**config.mk**
```make
export PLATFORM = sky130hd
export DESIGN_NAME = rsenc_front_flat
export DESIGN_NICKNAME = d
export VERILOG_FILES = /design/src/rtl/rs_gf256_systematic_encoder_unit_defines.svh /design/src/rtl/rsenc_pkg.sv /design/src/rtl/rsenc_ifs.sv /design/src/rtl/rsenc_front.sv /design/src/flat_wrapper.sv
export SDC_FILE = /design/constraint.sdc
export NUM_CORES = 1
export LEC_CHECK = 0
export ABC_AREA = 1
export BUFFER_PORTS_ARGS = -buffer_cell sky130_fd_sc_hd__clkbuf_2
export CAP_MARGIN = 20
export CORE_AREA = 2 2 49 51
export DETAILED_ROUTE_END_ITERATION = 10
export DIE_AREA = 0 0 51 53
export HOLD_SLACK_MARGIN = 0.12
export MAX_ROUTING_LAYER = met4
export PLACE_DENSITY = 0.69
export SLEW_MARGIN = 40
export SYNTH_ARGS = -nofsm -noshare
export SYNTH_HDL_FRONTEND = slang
export SYNTH_SLANG_ARGS = --single-unit
```
**constraint.sdc**
```tcl
create_clock -name clk -period 1.6 [get_ports clk]
set_clock_uncertainty 0.2 [all_clocks]
set_input_delay 0.08 -clock clk [delete_from_list [all_inputs] [get_ports clk]]
set_output_delay 0.08 -clock clk [all_outputs]
set_load 0.03 [all_outputs]
```
**src/rtl/rs_gf256_systematic_encoder_unit_defines.svh**
```systemverilog
// assertion macros for the reed-solomon encoder
`ifndef RS_GF256_SYSTEMATIC_ENCODER_UNIT_DEFINES_SVH
`define RS_GF256_SYSTEMATIC_ENCODER_UNIT_DEFINES_SVH

`ifndef SYNTHESIS
`define RSENC_ASSERT_IMP(lbl, clk, rstn, ante, cons, msg) \
    lbl: assert property (@(posedge clk) disable iff (!rstn) (ante) |-> (cons)) \
        else $error(msg);
`define RSENC_ASSERT_NXT(lbl, clk, rstn, ante, cons, msg) \
    lbl: assert property (@(posedge clk) disable iff (!rstn) (ante) |=> (cons)) \
        else $error(msg);
`else
`define RSENC_ASSERT_IMP(lbl, clk, rstn, ante, cons, msg)
`define RSENC_ASSERT_NXT(lbl, clk, rstn, ante, cons, msg)
`endif

`endif

```
**src/rtl/rsenc_pkg.sv**
```systemverilog
// shared types, constants and gf(256) arithmetic for the encoder
package rsenc_pkg;

    localparam int BYTE_W        = 8;
    localparam int PCNT_W        = 6;
    localparam int RESET_PARITY  = 10;
    localparam int QDEPTH        = 2;
    localparam logic [8:0] FIELD_POLY = 9'h11D;
    localparam logic [7:0] ALPHA      = 8'h02;

    typedef enum logic
    {
        KIND_DATA = 1'b0,
        KIND_LAST = 1'b1
    } kind_t;

    typedef struct packed
    {
        logic [BYTE_W-1:0] data;
        kind_t             kind;
    } q_item_t;

    typedef struct packed
    {
        logic    valid;
        q_item_t item;
    } q_head_t;

    function automatic logic [7:0] gf_xtime(input logic [7:0] a);
        logic [7:0] sh;
        sh = {a[6:0], 1'b0};
        return a[7] ? (sh ^ FIELD_POLY[7:0]) : sh;
    endfunction

    function automatic logic [7:0] gf_mul(input logic [7:0] a, input logic [7:0] b);
        logic [7:0] acc;
        logic [7:0] x;
        acc = '0;
        x   = a;
        for (int i = 0; i < 8; i++)
        begin
            if (b[i])
            begin
                acc = acc ^ x;
            end
            x = gf_xtime(x);
        end
        return acc;
    endfunction

endpackage

```
**src/rtl/rsenc_ifs.sv**
```systemverilog
// stream interfaces for message input and codeword output
interface rsenc_in_if;
    import rsenc_pkg::*;

    logic              valid;
    logic              ready;
    logic [BYTE_W-1:0] message_byte;
    logic              final_byte;

    modport source (output valid, output message_byte, output final_byte, input ready);
    modport sink   (input valid, input message_byte, input final_byte, output ready);
endinterface


```
**src/rtl/rsenc_front.sv**
```systemverilog
// input side: accepts and tags bytes, holds them in a two-entry queue
module rsenc_front (
    input  logic             clk,
    input  logic             rst_n,
    rsenc_in_if.sink         in_ch,
    input  logic             hold,
    input  logic             pop,
    output rsenc_pkg::q_head_t head
);
    import rsenc_pkg::*;

    localparam int PTR_W = $clog2(QDEPTH);
    localparam int CNT_W = $clog2(QDEPTH + 1);

    q_item_t          fifo_mem [QDEPTH];
    q_item_t          item;
    logic [PTR_W-1:0] wr_ptr_reg;
    logic [PTR_W-1:0] rd_ptr_reg;
    logic [CNT_W-1:0] cnt_reg;
    logic [CNT_W-1:0] cnt_next;
    logic             push;

    assign in_ch.ready = (cnt_reg != CNT_W'(QDEPTH)) && !hold;
    assign push        = in_ch.valid && in_ch.ready;

    always_comb
    begin
        item.data = in_ch.message_byte;
        item.kind = in_ch.final_byte ? KIND_LAST : KIND_DATA;
    end

    always_comb
    begin
        cnt_next = cnt_reg;
        if (push && !pop)
        begin
            cnt_next = cnt_reg + 1'b1;
        end
        else if (pop && !push)
        begin
            cnt_next = cnt_reg - 1'b1;
        end
    end

    always_ff @(posedge clk)
    begin
        if (push)
        begin
            fifo_mem[wr_ptr_reg] <= item;
        end
    end

    always_ff @(posedge clk or negedge rst_n)
    begin
        if (!rst_n)
        begin
            wr_ptr_reg <= '0;
            rd_ptr_reg <= '0;
            cnt_reg    <= '0;
        end
        else
        begin
            if (push)
            begin
                wr_ptr_reg <= wr_ptr_reg + 1'b1;
            end
            if (pop)
            begin
                rd_ptr_reg <= rd_ptr_reg + 1'b1;
            end
            cnt_reg <= cnt_next;
        end
    end

    assign head.valid = (cnt_reg != '0);
    assign head.item  = fifo_mem[rd_ptr_reg];

endmodule

```
**src/flat_wrapper.sv**
```systemverilog
// flat-port wrapper written by rule: the top's interface ports become plain ports
module rsenc_front_flat import rsenc_pkg::*;
  (clk, rst_n, hold, pop, head, in_ch_valid, in_ch_message_byte, in_ch_final_byte, in_ch_ready);
  rsenc_in_if in_ch_i ();
  input  logic clk;
  input  logic rst_n;
  input  logic hold;
  input  logic pop;
  output rsenc_pkg::q_head_t head;
  input wire logic [$bits(in_ch_i.valid)-1:0] in_ch_valid;
  input wire logic [$bits(in_ch_i.message_byte)-1:0] in_ch_message_byte;
  input wire logic [$bits(in_ch_i.final_byte)-1:0] in_ch_final_byte;
  output wire logic [$bits(in_ch_i.ready)-1:0] in_ch_ready;
  assign in_ch_i.valid = in_ch_valid;
  assign in_ch_i.message_byte = in_ch_message_byte;
  assign in_ch_i.final_byte = in_ch_final_byte;
  assign in_ch_ready = in_ch_i.ready;
  rsenc_front u_core (.clk(clk), .rst_n(rst_n), .in_ch(in_ch_i), .hold(hold), .pop(pop), .head(head));
endmodule
```
Yosys cells after proc, flatten, opt, wreduce, memory -nomap -nowiden
Memories as Yosys holds them, arrays and structs flattened.
Cells that the tools add are included.
- input port bits: 14
- memories: 1
- logic and storage cells: 23
- bits in registers: 4
- RAM bits: 18
- output and inout bits: 11
- mux-type cells: 5
- reduce and logical (&&, ||, !) cells: 9
- equal/unequal tests: 1
- add/subtract/negate cells: 4
- memory list (memory ; depth ; width ; rd ports ; clocked after Yosys merged registers in ; write ports ; RTL line ; RTL):
    u_core.fifo_mem ; 2 ; 9 ; 1 ; 0 ; 1 ; rsenc_front.sv:15 ; q_item_t fifo_mem [QDEPTH];
- operators with widths (operator ; count):
    logical AND 1 bit ; 4
    2-to-1 mux 2 bit ; 2
    nonzero test 2 bit ; 2
    zero test 1 bit ; 3
    2-to-1 mux 1 bit ; 3
    adder 1 bit, second input constant ; 2
    adder 2 x 1 -> 2 bit, second input constant ; 1
    != test 2 bit, second input constant ; 1
    subtractor 2 x 1 -> 2 bit, second input constant ; 1

Longest topological paths before layout
- word-level depth: 7
- depth in mapped cells: 10

Worst setup path before layout
No wires, ideal clock.
- kind: register -> register
- from: register u_core.cnt_reg[0]
- to: memory u_core.fifo_mem[1][0] in the netlist's numbering (enable)
- buffers on the path: 0
- stages on the path, launching flop included: 5
- setup slack: 0.018 ns
- clock period less this slack: 1.582 ns
- data arrival time: 1.008 ns
- path through: dfrtp_1 > inv_2 > nand2_1 > nand3_1 > nor2_1
- longest elaborated chain between the ends: 5
- ends and longest elaborated chain (item ; RTL line ; RTL):
    from (decl) ; rsenc_front.sv:19 ; logic [CNT_W-1:0] cnt_reg;
    from (signal assigned) ; rsenc_front.sv:71 ; cnt_reg <= cnt_next;
    != test 2 bit ; rsenc_front.sv:23 ; assign in_ch.ready = (cnt_reg != CNT_W'(QDEPTH)) && !hold;
    logical AND 1 bit ; rsenc_front.sv:23 ;
    logical AND 1 bit ; rsenc_front.sv:24 ; assign push = in_ch.valid && in_ch.ready;
    2-to-1 mux 1 bit ; rsenc_front.sv:47 ; if (push)
    2-to-1 mux 1 bit (not written as such) ; rsenc_front.sv:49 ; fifo_mem[wr_ptr_reg] <= item;
    to (decl) ; rsenc_front.sv:15 ;
No other way between the ends.

==> flow_metrics.tcl <==
set metrics [dict create \
    cellPowerDensity_nw_per_um2 1520 \
    drt-total-wl_um 1670 \
    vias_per_cell 4.52 \
    final_antenna_net_count 0 \
    min_path_type "in2reg" \
    crit_required_ps 1320 \
    htree_levels 1 \
    initial_core_util_pct 42.5 \
    vdd_drop_max_v 0.00111 \
    vias 610 \
    final_nets 123 \
    cts_max_path_buffers 2 \
    grt_max_degree 13 \
    layout_common_cells "18 x edfxtp_1, 15 x dlygate4sd3_1, 15 x clkbuf_2, 9 x mux2_4, 9 x buf_8" \
    cts_tree "done" \
    largest_register_ffs 18 \
    cts_buffers 3 \
    yosysSeqAreaShare_pct 70.2 \
    final_common_cell "edfxtp_1" \
    cap_violations 0 \
    slew_violations 0 \
    syn_to_final_growth_pct 53.6 \
    setup_viol 0 \
    filler_cell_count 172 \
    utilization_pct 65.2 \
    die-area_um2 2700 \
    ys_top_cells_by_area "edfxtp_1 59%, mux2_4 15%, dfrtp_1 11%, inv_1 3.3%, nand2_1 3.3%" \
    status "finished clean" \
    p_leak_nw 0.622 \
    grt_use_met3_pct 2.82 \
    grt_pass1_vias 592 \
    stdcell_area_um2 1400 \
    antenna_found_initial 0 \
    core_um2 2150 \
    track_usage_pct 15.4 \
    die_x_um 51 \
    syn_nets 73 \
    root_buffer "clkbuf_4" \
    period_share_pct 99.7 \
    diodes 0 \
    busiest_layer "met2" \
    ioPinCount 25 \
    die_h_um 53 \
    final_hold_viol_count 0 \
    fmax_mhz 627 \
    synth_area_um2 912 \
    multi_input_area_um2 244 \
    worstSkewPairLatency_ps 300 \
    setup.worst_path.start_class "flip-flop" \
    critical_path_class "reg2out" \
    min_period_ps 1600 \
    holdWs_ps 291 \
    firstDrtPassIters 4 \
    cp-end-kind "output pin" \
    grtUsageMet1_pct 17.6 \
    ys_types 14 \
    yosysTopAreaCell "edfxtp_1" \
    met2_usage_pct 24.5 \
    rrSetupSlack_ps 30 \
    place_area_um2 1070 \
    synth.yosys.warnings 0 \
    drt_iter0_markers 25 \
    slew_headroom_pct 76.3 \
    rsz0062_at_grt "true" \
    cp_data_arrival_time_ps 1320 \
    ff_latch_area_um2 642 \
    grt_overflow_total 0 \
    io_buffers 24 \
    rows 17 \
    drive_gt1_share_pct 44.9 \
    clock-sinks 22 \
    dp_hpwl_um 1040 \
    synth_cells 58 \
    synth_seq_cells 22 \
    wire_per_inst_um 12.4 \
    crit_path_max_fanout 5 \
    tightest_slew_ps 355 \
    avgSynthCellArea_um2 15.7 \
    synth_top_area_share_pct 59.3 \
    post-route-drc-count 0 \
    grt_pass1_wl_um 2780 \
    gp_congestion 0.637 \
    clkTransAtPathRegs_ps 120 \
]
-- synth_stat cells --
library cell / instances
nand2_1: 8
xnor2_1: 1
nor2_1: 1
ha_1: 1
inv_2: 1
a21oi_1: 1
inv_1: 8
mux2_4: 9
buf_6: 1
dfrtp_1: 4
nand4_1: 2
xor2_1: 1
edfxtp_1: 18
nand3_1: 2
-- cell families (layout without fill, tap and decap cells) --
family | count (synthesis) | after routing | synth area share (%)
XOR/XNOR | 2 | 2 | 1.92
multiplexers | 9 | 9 | 14.8
AO/OA/AOI/OAI | 1 | 1 | 0.548
AND/OR/NAND/NOR | 13 | 13 | 6.17
adder cells (fa/ha/maj) | 1 | 1 | 1.37
flip-flops | 22 | 22 | 70.2
buffers and inverters | 10 | 59 | 4.94
-- critical path, stage by stage, from the launching register on --
cell	delay, ps
dfrtp_2	430
buf_6	140
mux2_4	300
buf_8	140
-- routing by layer --
layer,vias up,wire [um]
met4,0,46
met5,-,0
met3,4,72
li1,300,-
met2,17,894
met1,289,654
-- power by group --
group	switching [W]	internal, W	total, W
logic	0.000525	0.000563	0.00109
registers	0.0000548	0.000737	0.000792
clock network	0.000156	0.0000911	0.000247
total	0.000735	0.00139	0.00213
-- worst paths after layout --
path | startpoint | to | depth (start not counted)
setup reg to reg | u_core.cnt_reg[0] | u_core.wr_ptr_reg | 5
hold reg to reg | u_core.wr_ptr_reg | u_core.wr_ptr_reg | 2
setup / recovery | u_core.rd_ptr_reg | head[7] | 3
min in group asynchronous | rst_n | u_core.cnt_reg[1] | 3
max in group asynchronous | rst_n | u_core.rd_ptr_reg | 3
hold / removal | in_ch_message_byte[6] | u_core.fifo_mem[1][7] | 2
-- timing repair --
item / 4_1_cts / 5_1_grt
endpoints found under the setup margin: 10 / 10
buffers inserted: 4 / 1
resized for setup: 23 / 11
hold buffers: 15 / 0
endpoints found under the hold margin: 29 / 0
-- final cells by class --
cell class                      instances  area share [%]
Multi-Input combinational cell         26            17.4
Timing Repair Buffer                   46            30.0
Clock buffer                            3            1.61
Inverter                                9            2.41
Clock inverter                          1           0.268
Sequential cell                        22            45.8
Tap cell                               28            2.50
-- stage by stage --
| step | instances | setup TNS [ps] | worst slack (ps) | power (W) |
|---|---|---|---|---|
| floorplan | 58 | 0 | 17.5 | 0.00139 |
| global placement | 111 | 0 | 67.1 | 0.00153 |
| detailed placement | 111 | -32.3 | -32.3 | 0.00155 |
| CTS | 134 | -186 | -28.6 | 0.00207 |
| global route | 135 | -409 | -53.3 | 0.00224 |
| finish | 135 | 0 | 4.02 | 0.00213 |
Power figures use the tool's default switching activity.
