$ cat src/rtl/rs_gf256_systematic_encoder_unit_defines.svh
// assertion macros for the reed-solomon encoder
`ifndef RS_GF256_SYSTEMATIC_ENCODER_UNIT_DEFINES_SVH
`define RS_GF256_SYSTEMATIC_ENCODER_UNIT_DEFINES_SVH

`ifndef SYNTHESIS
`define RSENC_ASSERT_IMP(lbl, clk, rstn, ante, cons, msg) \
    lbl: assert property (@(posedge clk) disable iff (!rstn) (ante) |-> (cons)) \
        else $error(msg);
`define RSENC_ASSERT_NXT(lbl, clk, rstn, ante, cons, msg) \
    lbl: assert property (@(posedge clk) disable iff (!rstn) (ante) |=> (cons)) \
        else $error(msg);
`else
`define RSENC_ASSERT_IMP(lbl, clk, rstn, ante, cons, msg)
`define RSENC_ASSERT_NXT(lbl, clk, rstn, ante, cons, msg)
`endif

`endif

$ cat src/rtl/rsenc_pkg.sv
// shared types, constants and gf(256) arithmetic for the encoder
package rsenc_pkg;

    localparam int BYTE_W        = 8;
    localparam int PCNT_W        = 6;
    localparam int RESET_PARITY  = 10;
    localparam int QDEPTH        = 2;
    localparam logic [8:0] FIELD_POLY = 9'h11D;
    localparam logic [7:0] ALPHA      = 8'h02;

    typedef enum logic
    {
        KIND_DATA = 1'b0,
        KIND_LAST = 1'b1
    } kind_t;

    typedef struct packed
    {
        logic [BYTE_W-1:0] data;
        kind_t             kind;
    } q_item_t;

    typedef struct packed
    {
        logic    valid;
        q_item_t item;
    } q_head_t;

    function automatic logic [7:0] gf_xtime(input logic [7:0] a);
        logic [7:0] sh;
        sh = {a[6:0], 1'b0};
        return a[7] ? (sh ^ FIELD_POLY[7:0]) : sh;
    endfunction

    function automatic logic [7:0] gf_mul(input logic [7:0] a, input logic [7:0] b);
        logic [7:0] acc;
        logic [7:0] x;
        acc = '0;
        x   = a;
        for (int i = 0; i < 8; i++)
        begin
            if (b[i])
            begin
                acc = acc ^ x;
            end
            x = gf_xtime(x);
        end
        return acc;
    endfunction

endpackage

$ cat src/rtl/rsenc_gen.sv
// generator polynomial builder, one root factor per cycle
module rsenc_gen #(
    parameter int MAX_PARITY = 32
) (
    input  logic                                 clk,
    input  logic                                 rst_n,
    input  logic                                 start,
    input  logic [$clog2(MAX_PARITY+1)-1:0]      n_eff,
    output logic [7:0]                           coeffs [MAX_PARITY],
    output logic                                 busy
);
    import rsenc_pkg::*;

    localparam int CNT_W = $clog2(MAX_PARITY + 1);

    logic [7:0]       coef_reg  [MAX_PARITY];
    logic [7:0]       coef_next [MAX_PARITY];
    logic [7:0]       root_reg;
    logic [CNT_W-1:0] step_reg;
    logic             busy_reg;

    // multiply the running polynomial by (x + root); leading 1 is implicit
    always_comb
    begin
        for (int k = 0; k < MAX_PARITY; k++)
        begin
            if (k == 0)
            begin
                coef_next[k] = coef_reg[k] ^ root_reg;
            end
            else
            begin
                coef_next[k] = coef_reg[k] ^ gf_mul(coef_reg[k-1], root_reg);
            end
        end
    end

    always_ff @(posedge clk or negedge rst_n)
    begin
        if (!rst_n)
        begin
            busy_reg <= 1'b1;
            step_reg <= '0;
            root_reg <= ALPHA;
            for (int k = 0; k < MAX_PARITY; k++)
            begin
                coef_reg[k] <= '0;
            end
        end
        else if (start)
        begin
            busy_reg <= 1'b1;
            step_reg <= '0;
            root_reg <= ALPHA;
            for (int k = 0; k < MAX_PARITY; k++)
            begin
                coef_reg[k] <= '0;
            end
        end
        else if (busy_reg)
        begin
            coef_reg <= coef_next;
            root_reg <= gf_xtime(root_reg);
            step_reg <= step_reg + 1'b1;
            if (step_reg == CNT_W'(n_eff - 1'b1))
            begin
                busy_reg <= 1'b0;
            end
        end
    end

    assign coeffs = coef_reg;
    assign busy   = busy_reg;

endmodule

$ cat config.mk
export PLATFORM = sky130hd
export DESIGN_NAME = rsenc_gen
export DESIGN_NICKNAME = d
export VERILOG_FILES = /design/src/rtl/rs_gf256_systematic_encoder_unit_defines.svh /design/src/rtl/rsenc_pkg.sv /design/src/rtl/rsenc_gen.sv
export SDC_FILE = /design/constraint.sdc
export NUM_CORES = 2
export LEC_CHECK = 0
export ABC_AREA = 1
export BUFFER_PORTS_ARGS = -buffer_cell sky130_fd_sc_hd__buf_4
export CAP_MARGIN = 10
export CORE_MARGIN = 3
export CORE_UTILIZATION = 60
export CTS_CLUSTER_DIAMETER = 30
export DETAILED_ROUTE_END_ITERATION = 6
export HOLD_SLACK_MARGIN = 0.03
export PLACE_DENSITY_LB_ADDON = 0.05
export SYNTH_ARGS = -nofsm -noshare
export SYNTH_HDL_FRONTEND = slang
export SYNTH_SLANG_ARGS = --single-unit
$ cat constraint.sdc
create_clock -name clk -period 3 [get_ports clk]
set_clock_uncertainty 0.15 [all_clocks]
set_input_delay 0 -clock clk [delete_from_list [all_inputs] [get_ports clk]]
set_output_delay 0 -clock clk [all_outputs]
set_load 0.02 [all_outputs]
**After elaboration in Yosys (flattened, before gate mapping)**

Index checks and enable logic that the tools add are counted.

- Reduce and logical (&&, ||, !) cells: 1
- Multiply operators: 0
- Equal/unequal tests: 1
- Div/mod/pow operators: 0
- Bitwise logic cells: 467
- Add/sub/neg operators: 2
- Mux-type cells: 475
- Shift operators: 0
- Magnitude comparators: 0

Operators by type and width:

| cell | count |
|---|---|
| $mux W8 | 250 |
| $xor A8 B8 Y8 | 249 |
| $mux W5 | 218 |
| $not A4 Y4 | 218 |
| $mux W256 | 2 |
| $mux W6 | 2 |
| $add A6 B1 Y6 const B | 1 |
| $eq A6 B6 Y1 | 1 |
| $sub A6 B1 Y6 const B | 1 |
| $mux W1 | 3 |
| $reduce_bool A2 Y1 | 1 |

- Latch bits: 0
- RAM bits: 0
- Memories: 0
- Bits in registers: 271
- Memory bits (read-only): 0
- Logic and storage cells: 981
- Output and inout port bits: 257
- Input bits: 9

**Depth between registers and ports, before layout**

- Depth after elaboration: 19
- Mapped depth: 21
- Depth with buffers taken out: 20

**Least setup slack after synthesis**

No wires, ideal clock.

- Path type: reg-to-reg
- Start: reg coef_reg (netlist bit coeffs[247])
- End: reg coef_reg (netlist bit coeffs[236])
- Path buffers: 1
- Data arrival time: 2066 ps
- Period minus slack after synthesis: 2334 ps
- Setup time: 118 ps
- Path slack: 666 ps
- Stages on the path, launching flop included: 13
- Data required time: 2732 ps
- Path through: dfrtp_1 buf_4 inv_2 nand2_1 nand2_2 xor2_1 nand2_1 xor2_1 xor2_1 xor2_1 nand2_1 nand3_1 nand2_1

- Cells in the longest elaborated chain, start to end: 18
- Elaborated cells on any way between the ends: 30
- Those cells by class: 16 x mux; 14 x bitwise

RTL lines:

| element | line | source |
|---|---|---|
| from (decl) | rsenc_gen.sv:16 | `logic [7:0] coef_reg [MAX_PARITY];` |
| from (signal assigned) | rsenc_gen.sv:62 | `coef_reg <= coef_next;` |
| $mux W5 * | rsenc_pkg.sv:32 | `return a[7] ? (sh ^ FIELD_POLY[7:0]) : sh;` |
| $xor A8 B8 Y8 or $not A4 Y4 (tied branches) | n/a |  |
| $mux W8 or $mux W5 (tied branches) | rsenc_pkg.sv:42, rsenc_pkg.sv:32 |  |
| $xor A8 B8 Y8 or $not A4 Y4 (tied branches) | n/a |  |
| $mux W8 or $mux W5 (tied branches) | rsenc_pkg.sv:42, rsenc_pkg.sv:32 |  |
| $xor A8 B8 Y8 | rsenc_pkg.sv:44 | `acc = acc ^ x;` |
| $mux W8 | rsenc_pkg.sv:42 | `if (b[i])` |
| $xor A8 B8 Y8 | rsenc_pkg.sv:44 |  |
| (+2 left out) | n/a |  |
| $mux W8 | rsenc_pkg.sv:42 |  |
| $xor A8 B8 Y8 | rsenc_pkg.sv:44 |  |
| $mux W8 | rsenc_pkg.sv:42 |  |
| $xor A8 B8 Y8 | rsenc_pkg.sv:44 |  |
| $mux W8 * | rsenc_pkg.sv:42 |  |
| $xor A8 B8 Y8 * | rsenc_gen.sv:33 | `coef_next[k] = coef_reg[k] ^ gf_mul(coef_reg[k-1], root_reg);` |
| $mux W256 * | rsenc_gen.sv:60 | `else if (busy_reg)` |
| $mux W256 * | rsenc_gen.sv:50 | `else if (start)` |

Mark *: on every way between the ends. The rest lies on a longest branch, timed or not. The select of a mux whose other input is x is not followed.
A chain may end at the register's enable or synchronous reset.

**Worst setup path after layout**

- Start: reg root_reg[1]
- End: reg coef_reg (netlist bit coeffs[108])

- Cells in the longest elaborated chain, start to end: 16

RTL lines:

| element | line | source |
|---|---|---|
| from (decl) | rsenc_gen.sv:18 | `logic [7:0] root_reg;` |
| from (signal assigned) | rsenc_gen.sv:63 | `root_reg <= gf_xtime(root_reg);` |
| $mux W8 * | rsenc_pkg.sv:42 |  |
| $xor A8 B8 Y8 | rsenc_pkg.sv:44 |  |
| $mux W8 * | rsenc_pkg.sv:42 |  |
| $xor A8 B8 Y8 | rsenc_pkg.sv:44 |  |
| $mux W8 * | rsenc_pkg.sv:42 |  |
| $xor A8 B8 Y8 | rsenc_pkg.sv:44 |  |
| $mux W8 * | rsenc_pkg.sv:42 |  |
| $xor A8 B8 Y8 | rsenc_pkg.sv:44 |  |
| $mux W8 * | rsenc_pkg.sv:42 |  |
| $xor A8 B8 Y8 | rsenc_pkg.sv:44 |  |
| $mux W8 * | rsenc_pkg.sv:42 |  |
| $xor A8 B8 Y8 | rsenc_pkg.sv:44 |  |
| $mux W8 * | rsenc_pkg.sv:42 |  |
| $xor A8 B8 Y8 * | rsenc_gen.sv:33 |  |
| $mux W256 * | rsenc_gen.sv:60 |  |
| $mux W256 * | rsenc_gen.sv:50 |  |

Marked as above.

==> out/qor.csv <==
metric,value,unit
fp.coreArea,0.0874,mm²
htree_levels,3,
track_usage,36.4,%
wl_per_cell,15.7,µm
routed_wl,175000,µm
row_count,108,
synth_top_area_share,27.9,%
ant_nets,0,
synthArstFlopShare,100,%
io_pins,266,
drtPass1Iterations,7,
cp-start-kind,flip-flop,
fill_cells,8189,
endpoint_kind,flip-flop,
place_hpwl,118000,µm
syn-num-nets,9864,
cp_common_cell,nand2_1,
crit_type,reg2reg,
synthFlopType,dfrtp_1,
die_y,304,µm
fin_ws,0.210,ns
overflow,0,
yosysSeqAreaShare,12.7,%
fin_crit,2.79,ns
synth_edf_count,0,
drive_above_1_share,7.66,%
relSlewSlack,51.5,%
crit_chain,"inv_2, buf_4, nor2_1, xor2_1, o21ai_0, nand2_1, nand2_1, nand2_1, nand2_1, nand2_1, nand2_1, nand3_1, nand2_1, nand2_1, nor2_1",
failed_checks,design-rule violations,
dp_slack,0.303,ns
status,"finished, violations left",
tightest_slew,0.727,ns
cts_buffer_depth,3,
r2r_slack,0.21,ns
avgSynthCellArea,5.42,µm²
die-area,0.0926,mm²
p_leak,30.6,nW
yosys_warnings,0,
clk_pin_slew,0.04,ns
required,3.41,ns
cts-buffers-inserted,100,
slew_viol_final,0,
drt_iter0_markers,5017,
yosys-top-cells-count,"nand2_1 (3,965), nor2_1 (1,056), inv_1 (1,034)",
clk_latency,0.68,ns
path_buf_inv,2,
hp-class,in2reg,
diodes,0,
synthTopCellsByArea,"nand2_1 (28%), dfrtp_1 (13%), xor2_1 (12%)",
netlist_area,0.0534,mm²
power.total,0.0641,W
gp_congestion,0.909,
max_stage_delay,0.69,ns
arrival,3.20,ns
antenna_found_initial,0,
rsz0062_at_grt,yes,
flow.area_growth_from_synthesis,12.7,%
hold_viol_final,0,
netlist_instances,9852,
grt_pass1_wl,283000,µm
drc,1,
largest_register_ffs,256,
path_max_fanout,12,
crit_family,simple AND/OR/NAND/NOR gates,
synth.distinct_cells,45,
ir_worst_vdd,0.759,mV
finalSetupViolCount,0,
tritoncts,done,
grt_max_degree,98,
yosysMostFrequentCell,nand2_1,
drv_cap,0,
initial_core_util,61.0,%
viasPerCell,5.43,
yosysTopAreaCell,nand2_1,
cp_slowest_cell,dfstp_4,
nets,9945,
die_x,304,µm
vias,60662,
fin_crit_sh,93.0,%
clock_sinks,271,
ys_ff_latch,271,
port-buffer-count,265,
cts_root_buffer,clkbuf_16,
clock.fmax,358,MHz
fin_tns_setup,0,ns
power.density,1070,mW/mm²
grt_pass1_vias,56536,
-- repair_timing --
item,CTS,global route
hold endpoints to repair,367,0
hold buffers,8,0
resized for setup,0,1
setup buffers,0,0
endpoints found under the setup margin,0,3
-- where the power goes --
part,leakage [nW],internal (W),switching (W)
clock network,1.76,0.00787,0.00314
logic,25.2,0.0152,0.0296
registers,3.61,0.00502,0.00327
-- layout by cell type, fill, tap and decap left out, types with 23 or more instances in the layout --
cell type and instances:
clkbuf_8 31, or2_2 32, clkbuf_16 101, and2_1 25, xor2_1 744, xnor2_1 617, inv_2 26, nand4_1 125
nor2_1 1054, nand2_2 51, nand3b_1 46, xnor2_2 23, nand2_1 3965, inv_1 1029, buf_12 54, dfrtp_1 261
o21ai_0 133, nand3_1 984, a21oi_1 127, o21ai_1 33, buf_4 364
-- per-stage QoR --
stage / utilization [%] / hold WS, ns / instance area, µm² / cells
4_1_cts: 68.8 / 0.0589 / 60100 / 11171
5_1_grt: 68.8 / 0.111 / 60100 / 11171
3_3_place_gp: 64.6 / -0.155 / 56400 / 10978
3_5_place_dp: 64.6 / -0.149 / 56400 / 10978
6_report: 68.8 / 0.102 / 60100 / 11171
2_1_floorplan: - / -0.446 / 53400 / 9852
-- worst min-delay path: stages --
cell           delay, ns
dlygate4sd3_1       0.53
buf_4               0.29
a21oi_1             0.07
-- layer usage --
| layer | wire (µm) | GRT usage [%] | up-vias |
|---|---|---|---|
| met1 | 72200 | 45.9 | 27548 |
| met4 | 7790 | 17.0 | 0 |
| li1 | - | - | 30158 |
| met3 | 15400 | 5.87 | 546 |
| met5 | 0 | 0 | - |
| met2 | 79400 | 60.9 | 2410 |
-- final timing paths --
kind	startpoint	end	cells past startpoint
hold reg to reg	step_reg[5]	step_reg[5]	1
setup reg to reg	root_reg[1]	coeffs[108]	15
min in group asynchronous	rst_n	root_reg[1]	3
setup / recovery	root_reg[1]	coeffs[108]	15
max in group asynchronous	rst_n	coeffs[106]	4
hold / removal	start	root_reg[6]	3
-- cell families after synthesis --
family                     after synthesis  share of synthesized area (%)
AOI/OAI and AO/OA                      329                           3.26
xor gates and xnor gates              1406                           23.7
adders and majority gates                3                         0.0703
buffers and inverters                 1513                           11.8
DFF                                    271                           12.7
and+or+nand+nor                       6330                           48.5
-- final cells by class --
class | instances | area [µm²] | share of cell area [%]
multi-input cells | 8068 | 40300 | 67.1
clock inverters | 36 | 562 | 0.934
flip-flops and latches | 271 | 6820 | 11.3
inverters | 1065 | 4040 | 6.72
repair buffers | 427 | 3930 | 6.53
well taps | 1155 | 1450 | 2.40
clock buffers | 149 | 3020 | 5.02
No activity file was read; power rests on OpenSTA's default activity.
