`config.mk`:
```
export PLATFORM = sky130hd
export DESIGN_NAME = rsenc_back_flat
export DESIGN_NICKNAME = d
export VERILOG_FILES = /design/src/rtl/rs_gf256_systematic_encoder_unit_defines.svh /design/src/rtl/rsenc_pkg.sv /design/src/rtl/rsenc_ifs.sv /design/src/rtl/rsenc_back.sv /design/src/flat_wrapper.sv
export SDC_FILE = /design/constraint.sdc
export NUM_CORES = 2
export LEC_CHECK = 0
export BUFFER_PORTS_ARGS = -buffer_cell sky130_fd_sc_hd__buf_2
export CAP_MARGIN = 20
export CORE_ASPECT_RATIO = 0.6
export CORE_UTILIZATION = 64
export CTS_CLUSTER_SIZE = 20
export DETAILED_ROUTE_END_ITERATION = 7
export PLACE_DENSITY = 0.83
export SLEW_MARGIN = 20
export SYNTH_ARGS = -nofsm -noshare
export SYNTH_HDL_FRONTEND = slang
export SYNTH_SLANG_ARGS = --single-unit
```
`constraint.sdc`:
```
create_clock -name clk -period 5.1 [get_ports clk]
set_input_delay 0.51 -clock clk [delete_from_list [all_inputs] [get_ports clk]]
set_output_delay 0.51 -clock clk [all_outputs]
set_load 0.005 [all_outputs]
```
`src/rtl/rs_gf256_systematic_encoder_unit_defines.svh`:
```
// assertion macros for the reed-solomon encoder
`ifndef RS_GF256_SYSTEMATIC_ENCODER_UNIT_DEFINES_SVH
`define RS_GF256_SYSTEMATIC_ENCODER_UNIT_DEFINES_SVH

`ifndef SYNTHESIS
`define RSENC_ASSERT_IMP(lbl, clk, rstn, ante, cons, msg) \
    lbl: assert property (@(posedge clk) disable iff (!rstn) (ante) |-> (cons)) \
        else $error(msg);
`define RSENC_ASSERT_NXT(lbl, clk, rstn, ante, cons, msg) \
    lbl: assert property (@(posedge clk) disable iff (!rstn) (ante) |=> (cons)) \
        else $error(msg);
`else
`define RSENC_ASSERT_IMP(lbl, clk, rstn, ante, cons, msg)
`define RSENC_ASSERT_NXT(lbl, clk, rstn, ante, cons, msg)
`endif

`endif

```
`src/rtl/rsenc_pkg.sv`:
```
// shared types, constants and gf(256) arithmetic for the encoder
package rsenc_pkg;

    localparam int BYTE_W        = 8;
    localparam int PCNT_W        = 6;
    localparam int RESET_PARITY  = 10;
    localparam int QDEPTH        = 2;
    localparam logic [8:0] FIELD_POLY = 9'h11D;
    localparam logic [7:0] ALPHA      = 8'h02;

    typedef enum logic
    {
        KIND_DATA = 1'b0,
        KIND_LAST = 1'b1
    } kind_t;

    typedef struct packed
    {
        logic [BYTE_W-1:0] data;
        kind_t             kind;
    } q_item_t;

    typedef struct packed
    {
        logic    valid;
        q_item_t item;
    } q_head_t;

    function automatic logic [7:0] gf_xtime(input logic [7:0] a);
        logic [7:0] sh;
        sh = {a[6:0], 1'b0};
        return a[7] ? (sh ^ FIELD_POLY[7:0]) : sh;
    endfunction

    function automatic logic [7:0] gf_mul(input logic [7:0] a, input logic [7:0] b);
        logic [7:0] acc;
        logic [7:0] x;
        acc = '0;
        x   = a;
        for (int i = 0; i < 8; i++)
        begin
            if (b[i])
            begin
                acc = acc ^ x;
            end
            x = gf_xtime(x);
        end
        return acc;
    endfunction

endpackage

```
`src/rtl/rsenc_ifs.sv`:
```


interface rsenc_out_if;
    import rsenc_pkg::*;

    logic              valid;
    logic              ready;
    logic [BYTE_W-1:0] code_byte;
    logic              parity_flag;
    logic              codeword_end;

    modport source (output valid, output code_byte, output parity_flag,
                    output codeword_end, input ready);
    modport sink   (input valid, input code_byte, input parity_flag,
                    input codeword_end, output ready);
endinterface

```
`src/rtl/rsenc_back.sv`:
```
// output side: remainder lfsr, pass-through and parity shift-out
module rsenc_back #(
    parameter int MAX_PARITY = 32
) (
    input  logic                             clk,
    input  logic                             rst_n,
    input  logic                             clear,
    input  logic [$clog2(MAX_PARITY+1)-1:0]  n_eff,
    input  logic [7:0]                       coeffs [MAX_PARITY],
    input  rsenc_pkg::q_head_t               head,
    output logic                             pop,
    rsenc_out_if.source                      out_ch
);
    import rsenc_pkg::*;

    localparam int CNT_W = $clog2(MAX_PARITY + 1);

    typedef enum logic [1:0]
    {
        ST_DATA = 2'b01,
        ST_PAR  = 2'b10
    } state_t;

    state_t            state_reg, state_next;
    logic [7:0]        rem_reg   [MAX_PARITY];
    logic [7:0]        rem_next  [MAX_PARITY];
    logic [7:0]        lfsr_next [MAX_PARITY];
    logic [7:0]        shift_next[MAX_PARITY];
    logic [7:0]        fb;
    logic [CNT_W-1:0]  pcnt_reg, pcnt_next;
    logic              out_valid_reg, out_valid_next;
    logic [BYTE_W-1:0] code_reg, code_next;
    logic              par_reg, par_next;
    logic              end_reg, end_next;
    logic              slot_free;
    logic              last_par;

    assign fb        = head.item.data ^ rem_reg[0];
    assign slot_free = !out_valid_reg || out_ch.ready;
    assign pop       = (state_reg == ST_DATA) && head.valid && slot_free;
    assign last_par  = (pcnt_reg == CNT_W'(n_eff - 1'b1));

    // entries at or above n stay zero, so the full-length lfsr matches degree n
    always_comb
    begin
        for (int j = 0; j < MAX_PARITY; j++)
        begin
            if (j + 1 < MAX_PARITY)
            begin
                shift_next[j] = rem_reg[j+1];
            end
            else
            begin
                shift_next[j] = '0;
            end
            lfsr_next[j] = shift_next[j] ^ gf_mul(coeffs[j], fb);
        end
    end

    always_comb
    begin
        state_next     = state_reg;
        rem_next       = rem_reg;
        pcnt_next      = pcnt_reg;
        out_valid_next = out_valid_reg;
        code_next      = code_reg;
        par_next       = par_reg;
        end_next       = end_reg;
        if (out_ch.ready)
        begin
            out_valid_next = 1'b0;
        end
        unique case (state_reg)
            ST_DATA:
            begin
                if (pop)
                begin
                    rem_next       = lfsr_next;
                    out_valid_next = 1'b1;
                    code_next      = head.item.data;
                    par_next       = 1'b0;
                    end_next       = 1'b0;
                    if (head.item.kind == KIND_LAST)
                    begin
                        state_next = ST_PAR;
                        pcnt_next  = '0;
                    end
                end
            end
            ST_PAR:
            begin
                // shifting zeros in leaves the remainder clear at the end
                if (slot_free)
                begin
                    rem_next       = shift_next;
                    out_valid_next = 1'b1;
                    code_next      = rem_reg[0];
                    par_next       = 1'b1;
                    end_next       = last_par;
                    pcnt_next      = pcnt_reg + 1'b1;
                    if (last_par)
                    begin
                        state_next = ST_DATA;
                    end
                end
            end
            default:
            begin
                state_next = ST_DATA;
            end
        endcase
    end

    always_ff @(posedge clk or negedge rst_n)
    begin
        if (!rst_n)
        begin
            state_reg     <= ST_DATA;
            pcnt_reg      <= '0;
            out_valid_reg <= 1'b0;
            for (int j = 0; j < MAX_PARITY; j++)
            begin
                rem_reg[j] <= '0;
            end
        end
        else if (clear)
        begin
            state_reg     <= ST_DATA;
            pcnt_reg      <= '0;
            out_valid_reg <= out_valid_next;
            for (int j = 0; j < MAX_PARITY; j++)
            begin
                rem_reg[j] <= '0;
            end
        end
        else
        begin
            state_reg     <= state_next;
            pcnt_reg      <= pcnt_next;
            out_valid_reg <= out_valid_next;
            rem_reg       <= rem_next;
        end
    end

    always_ff @(posedge clk)
    begin
        code_reg <= code_next;
        par_reg  <= par_next;
        end_reg  <= end_next;
    end

    assign out_ch.valid        = out_valid_reg;
    assign out_ch.code_byte    = code_reg;
    assign out_ch.parity_flag  = par_reg;
    assign out_ch.codeword_end = end_reg;

endmodule

```
`src/flat_wrapper.sv`:
```
// flat-port wrapper written by rule: the top's interface ports become plain ports
module rsenc_back_flat import rsenc_pkg::*;
#(
    parameter int MAX_PARITY = 32
)
  (clk, rst_n, clear, n_eff, coeffs, head, pop, out_ch_valid, out_ch_code_byte, out_ch_parity_flag, out_ch_codeword_end, out_ch_ready);
  rsenc_out_if out_ch_i ();
  input  logic clk;
  input  logic rst_n;
  input  logic clear;
  input  logic [$clog2(MAX_PARITY+1)-1:0] n_eff;
  input  logic [7:0] coeffs[MAX_PARITY];
  input  rsenc_pkg::q_head_t head;
  output logic pop;
  output wire logic [$bits(out_ch_i.valid)-1:0] out_ch_valid;
  output wire logic [$bits(out_ch_i.code_byte)-1:0] out_ch_code_byte;
  output wire logic [$bits(out_ch_i.parity_flag)-1:0] out_ch_parity_flag;
  output wire logic [$bits(out_ch_i.codeword_end)-1:0] out_ch_codeword_end;
  input wire logic [$bits(out_ch_i.ready)-1:0] out_ch_ready;
  assign out_ch_valid = out_ch_i.valid;
  assign out_ch_code_byte = out_ch_i.code_byte;
  assign out_ch_parity_flag = out_ch_i.parity_flag;
  assign out_ch_codeword_end = out_ch_i.codeword_end;
  assign out_ch_i.ready = out_ch_ready;
  rsenc_back #(.MAX_PARITY(MAX_PARITY)) u_core (.clk(clk), .rst_n(rst_n), .clear(clear), .n_eff(n_eff), .coeffs(coeffs), .head(head), .pop(pop), .out_ch(out_ch_i));
endmodule
```
Word-level counts from Yosys, hierarchy flattened:

Index checks and enable logic that the tools add are counted.

* flip-flop bits (word level): 275
* output and inout port bits: 12
* logic and storage cells: 1046

* $add $sub $neg: 2
* equal/unequal tests: 9
* mux-type cells: 507
* bitwise operators: 480
* reduce and logical (&&, ||, !) cells: 10

Operator list (count)
* $mux 8: 258
* $xor 8x8->8: 256
* $mux 5: 224
* $not 4->4: 224
* $mux 256: 3
* $pmux 256 s2: 1
* $mux 6: 4
* $pmux 8 s2: 1
* $pmux 6 s2: 1
* $mux 2: 5
* $reduce_and 4->1: 2
* $add 6x1->6 const B: 1
* $eq 6x6->1: 1
* $mux 1: 6
* $ne 3x2->1 const B: 2
* $ne 3x3->1 const B: 2
* $pmux 1 s2: 3
* $reduce_and 3->1: 2
* $sub 6x1->6 const B: 1
* $pmux 2 s2: 1
* $reduce_bool 3->1: 1
* $eq 2x1->1 const B: 1
* $eq 2x2->1 const B: 1
* $logic_and 1x1->1: 2
* other kinds (5): 5

Logic depth before layout (Yosys ltp):

* depth after elaboration: 20
* mapped depth: 13

Least setup slack after synthesis:

No wires, ideal clock.

* path kind: input-to-reg
* start point: input coeffs[183] (netlist name)
* end point: register u_core.rem_reg[178] (netlist name)
* setup time: 136 ps
* arrival: 2562 ps
* required time: 4964 ps
* setup slack: 2402 ps
* stages: 9
* cell sequence: buf_2 > xnor3_1 > xor2_1 > nor2_1 > xnor2_1 > xnor3_1 > nor3b_1 > a2111oi_0 > nand2_1

* longest elaborated chain between the ends: 19
* elaborated cells on any way between the ends: 27

Ends and longest elaborated chain
* start: declaration: RTL line flat_wrapper.sv:12 `input logic [7:0] coeffs[MAX_PARITY];`
* $mux 5 (*): RTL line rsenc_pkg.sv:32 `return a[7] ? (sh ^ FIELD_POLY[7:0]) : sh;`
* $xor 8x8->8: RTL line rsenc_pkg.sv:44 `acc = acc ^ x;`
* $mux 8: RTL line rsenc_pkg.sv:42 `if (b[i])`
* $xor 8x8->8: RTL line rsenc_pkg.sv:44
* $mux 8: RTL line rsenc_pkg.sv:42
* $xor 8x8->8: RTL line rsenc_pkg.sv:44
* $mux 8: RTL line rsenc_pkg.sv:42
* $xor 8x8->8: RTL line rsenc_pkg.sv:44
* [3 not listed]
* $xor 8x8->8: RTL line rsenc_pkg.sv:44
* $mux 8: RTL line rsenc_pkg.sv:42
* $xor 8x8->8: RTL line rsenc_pkg.sv:44
* $mux 8 (*): RTL line rsenc_pkg.sv:42
* $xor 8x8->8 (*): RTL line rsenc_back.sv:56 `lfsr_next[j] = shift_next[j] ^ gf_mul(coeffs[j], fb);`
* $mux 256 (*): RTL line rsenc_back.sv:76 `if (pop)`
* $pmux 256 s2 (*): RTL line rsenc_back.sv:73 `unique case (state_reg)`
* $mux 256 (*): RTL line rsenc_back.sv:126 `else if (clear)`
* end signal: assignment: RTL line rsenc_back.sv:141 `rem_reg <= rem_next;`
* end: declaration: RTL line rsenc_back.sv:25 `logic [7:0] rem_reg [MAX_PARITY];`

Mark *: on every way between the ends. The rest lies on a longest branch, timed or not. The select of a mux whose other input is x is not followed.
A chain may end at the register's enable or synchronous reset.

Worst setup path after layout:

* start point: register u_core.rem_reg[252] (netlist name)
* end point: register u_core.rem_reg[131] (netlist name)

* longest elaborated chain between the ends: 12

Ends and longest elaborated chain
* $xor 8x8->8 (*): RTL line rsenc_back.sv:38 `assign fb = head.item.data ^ rem_reg[0];`
* $mux 8 (*): RTL line rsenc_pkg.sv:42
* $xor 8x8->8: RTL line rsenc_pkg.sv:44
* $mux 8 (*): RTL line rsenc_pkg.sv:42
* $xor 8x8->8: RTL line rsenc_pkg.sv:44
* $mux 8 (*): RTL line rsenc_pkg.sv:42
* $xor 8x8->8: RTL line rsenc_pkg.sv:44
* $mux 8 (*): RTL line rsenc_pkg.sv:42
* $xor 8x8->8 (*): RTL line rsenc_back.sv:56
* $mux 256 (*): RTL line rsenc_back.sv:76
* $pmux 256 s2 (*): RTL line rsenc_back.sv:73
* $mux 256 (*): RTL line rsenc_back.sv:126

Marks and branches as above.

==> metrics.md <==
| Metric | Value |
|---|---|
| Ports | 288 |
| Die extent in x | ~380 µm |
| Most used DFF post-synth | dfrtp_1 |
| CTS tree | yes |
| Drt first pass iters | 8 |
| P_leak | 24.5 nW |
| FF+latch count, synth | 275 |
| Fill count | 6,921 |
| Tightest Pin Transition | 1.33 ns |
| Critical path data arrival time | between 4 and 5 ns |
| CTS Hold Bufs | 1 |
| Worst R2R Setup Slack | around 1.3 ns |
| First-pass GRT wire length | 324 mm |
| RSZ-0062 raised after global routing | false |
| Initial Util | 65.2% |
| Post-CTS Resized | 0 |
| Die footprint | approximately 87,000 µm² |
| Status | finished, violations left |
| Register area | around 6900 µm² |
| Power Density | 720 nW/µm² |
| Net Count, Synth | 7,603 |
| Critical Path End | u_core.rem_reg[131] |
| Max rail drop VDD | 0.000620 V |
| Max-cap violation count | 0 |
| Post-Syn Area | 54,900 µm² |
| Share of cells above drive strength 1 | ~7.7% |
| Worst R2R End | u_core.rem_reg[131] |
| Num rows | 82 |
| Sequential share of the synthesized area | 12.6% |
| Start point of the critical path | u_core.rem_reg[252] |
| Nets | 7,327 |
| Total negative slack | 0 ns |
| Post-synth EDFFs | 10 |
| Main area contributors after synthesis | xnor2_1 23%, xnor3_1 13%, dfrtp_1 12%, nand2_1 7.8%, nor2_1 7.6% |
| Initial antenna violation count | between 60 and 70 |
| Max-slew violation count | 0 |
| Worst-Skew Late Latency | 0.63 ns |
| Relative slew slack | between 10% and 20% |
| Share of flip-flops with an asynchronous set or reset | around 96% |
| Core area | around 84,000 µm² |
| Worst-path maximum fanout | 12 |
| Largest register FFs | 256 |
| Avg Vias per Cell | 6.85 |
| Worst R2R Path Depth | 7 |
| Detailed placer's ending HPWL | approximately 150 mm |
| FMAX | 261 MHz |
| Failing checks | design-rule violations |
| Final hold vios | 0 |
| DR DRC count | 2 |
| Largest net degree at the start of global routing | 187 |
| # setup viols final | 0 |
| Clk buf depth | 3 |
| Die height | 229 µm |
| # port buffers | about 290 |
| Clock Skews | ~0.044 ns |
| Postcts setup bufs | 0 |
| R2R Path Start | u_core.rem_reg[252] |
| Setup crit end kind | register |
| Cell taking the most area after synthesis | xnor2_1 |
| Gr usage total | about half |
| Num CTS Buffers | 35 |
| Layout area overhead | 4.53% |
| Tmin final | 3.83 ns |
| CP Launch Type | register |
| Routed WL | 217 mm |
| Post-Syn Area per Cell | between 7 and 8 µm² |
| Yosys top cell area share | a little under a quarter |
| Number of global-route vias before repair | 52,287 |
| Post-route insts no fill | a little over 8,000 |
| CTS clk-pin slew, worst paths | roughly 0.07 ns |
| Post-Place Cells | 8,143 |
| Area used by multi-input combinational logic | ~44,000 µm² |
| ANT nets after route | 0 |
| H-tree Lvls | 2 |
| Root Buffer | clkbuf_16 |
| Via count | around 57,000 |
| DR WL/cell | 26.2 µm |
| Synth unique cells | 80 |
| HP Class | input pin to register |
| Yosys warning count | 0 |
| Grt ovf | 0 |
| WS Path Type | register to register |
| First DRT Iteration DRCs | 9,959 |
| Clock Sinks | 275 |
| Cells after Synth | approximately 7,300 |
| GPL Wtd Cong | 1.02 |
| Critical path data required time | 5.63 ns |
| Crit share post-route | 75.1% |
## kinds of logic after synthesis
logic type,Yosys count,share of synthesized area [%]
AO/OA/AOI/OAI,1282,15.3
XOR/XNOR,2196,43.7
adder cells (fa/ha/maj),4,0.0912
buffers and inverters,809,6.80
flip-flops,275,12.6
multiplexers,39,0.737
AND/OR/NAND/NOR,2718,20.7
## synth_stat cells (all sizes together), types with 28 or more instances
cell type  count
xnor2       1443
nand2       1146
nor2        1113
o21ai        459
xor2         417
buf          406
clkbuf       332
xnor3        311
dfrtp        264
a21oi        167
nand3        135
a22oi        117
o22ai        103
inv           70
a32oi         63
nor4          57
a221oi        54
o211ai        52
nor3          48
nand2b        46
or4           44
a211oi        36
a221o         34
mux2i         28
o221ai        28
## worst min-delay path by stage
| stage | from | end | slack [ns] | depth (start not counted) |
|---|---|---|---|---|
| 3_3_place_gp | u_core.rem_reg[143] | u_core.rem_reg[143] | 0.46 | 2 |
| 5_1_grt | head[6] | u_core.out_ch.code_byte[5] | 0.36 | 2 |
| 3_5_place_dp | u_core.rem_reg[79] | u_core.rem_reg[79] | 0.48 | 2 |
| 2_1_floorplan | rst_n | u_core.out_ch.valid | 0.21 | 0 |
| 6_report | out_ch_ready | u_core.out_ch.valid | 0.30 | 3 |
| 4_1_cts | out_ch_ready | u_core.out_ch.valid | 0.28 | 3 |
## critical path, cell delays in order, from the launching register on
cell and delay, ns:
dfrtp_1 0.48, xnor2_2 0.94, nand2_1 0.94, o21ai_0 0.54, a21oi_1 0.17, xnor2_1 0.17, or4_1 0.40, nand3_1 0.09
## through the flow
| stage | area, µm² | hold slack (ns) | util, % | setup slack (ns) | total power [mW] |
|---|---|---|---|---|---|
| after floorplan | 54900 | 0.214 | - | 2.40 | 28.2 |
| after global placement | 55900 | 0.462 | 66.5 | 1.50 | 35.8 |
| after detailed placement | 55900 | 0.482 | 66.5 | 1.47 | 36.6 |
| after CTS | 57200 | 0.276 | 68.0 | 1.54 | 39.6 |
| after global routing | 57300 | 0.358 | 68.1 | 1.25 | 42.8 |
| final | 57300 | 0.305 | 68.1 | 1.27 | 41.3 |
## power by group
group / total, mW / leakage [nW] / switching (mW) / internal (mW)
registers: 4.24 / 3.70 / 1.19 / 3.06
logic: 34.1 / 20.2 / 19.5 / 14.6
clock network: 2.95 / 0.613 / 1.29 / 1.66
## layout by cell type (no fill, tap or decap), drive strengths merged, types with 135 or more instances in the layout
cell / count
xnor3: 311
nand2: 1146
nand3: 135
o21ai: 459
xor2: 417
nor2: 1113
xnor2: 1443
buf: 424
dfrtp: 264
a21oi: 167
## cell type report
type / instances / share of cell area (%)
Antenna cell: 58 / 0.253
Clock buffer: 43 / 1.72
Sequential cell: 275 / 12.1
Tap cell: 1134 / 2.47
Inverter: 71 / 0.465
Clock inverter: 20 / 0.482
Timing Repair Buffer: 425 / 4.97
Multi-Input combinational cell: 6239 / 77.5
## metal layers
metal | track usage, % | vias up | routed length [µm]
li1 | - | 23942 | -
met1 | 63.5 | 26378 | 77200
met2 | 63.7 | 5174 | 82800
met3 | 22.4 | 1077 | 42600
met4 | 27.0 | 22 | 14100
met5 | 0.327 | - | 168
Power figures use the tool's default switching activity.
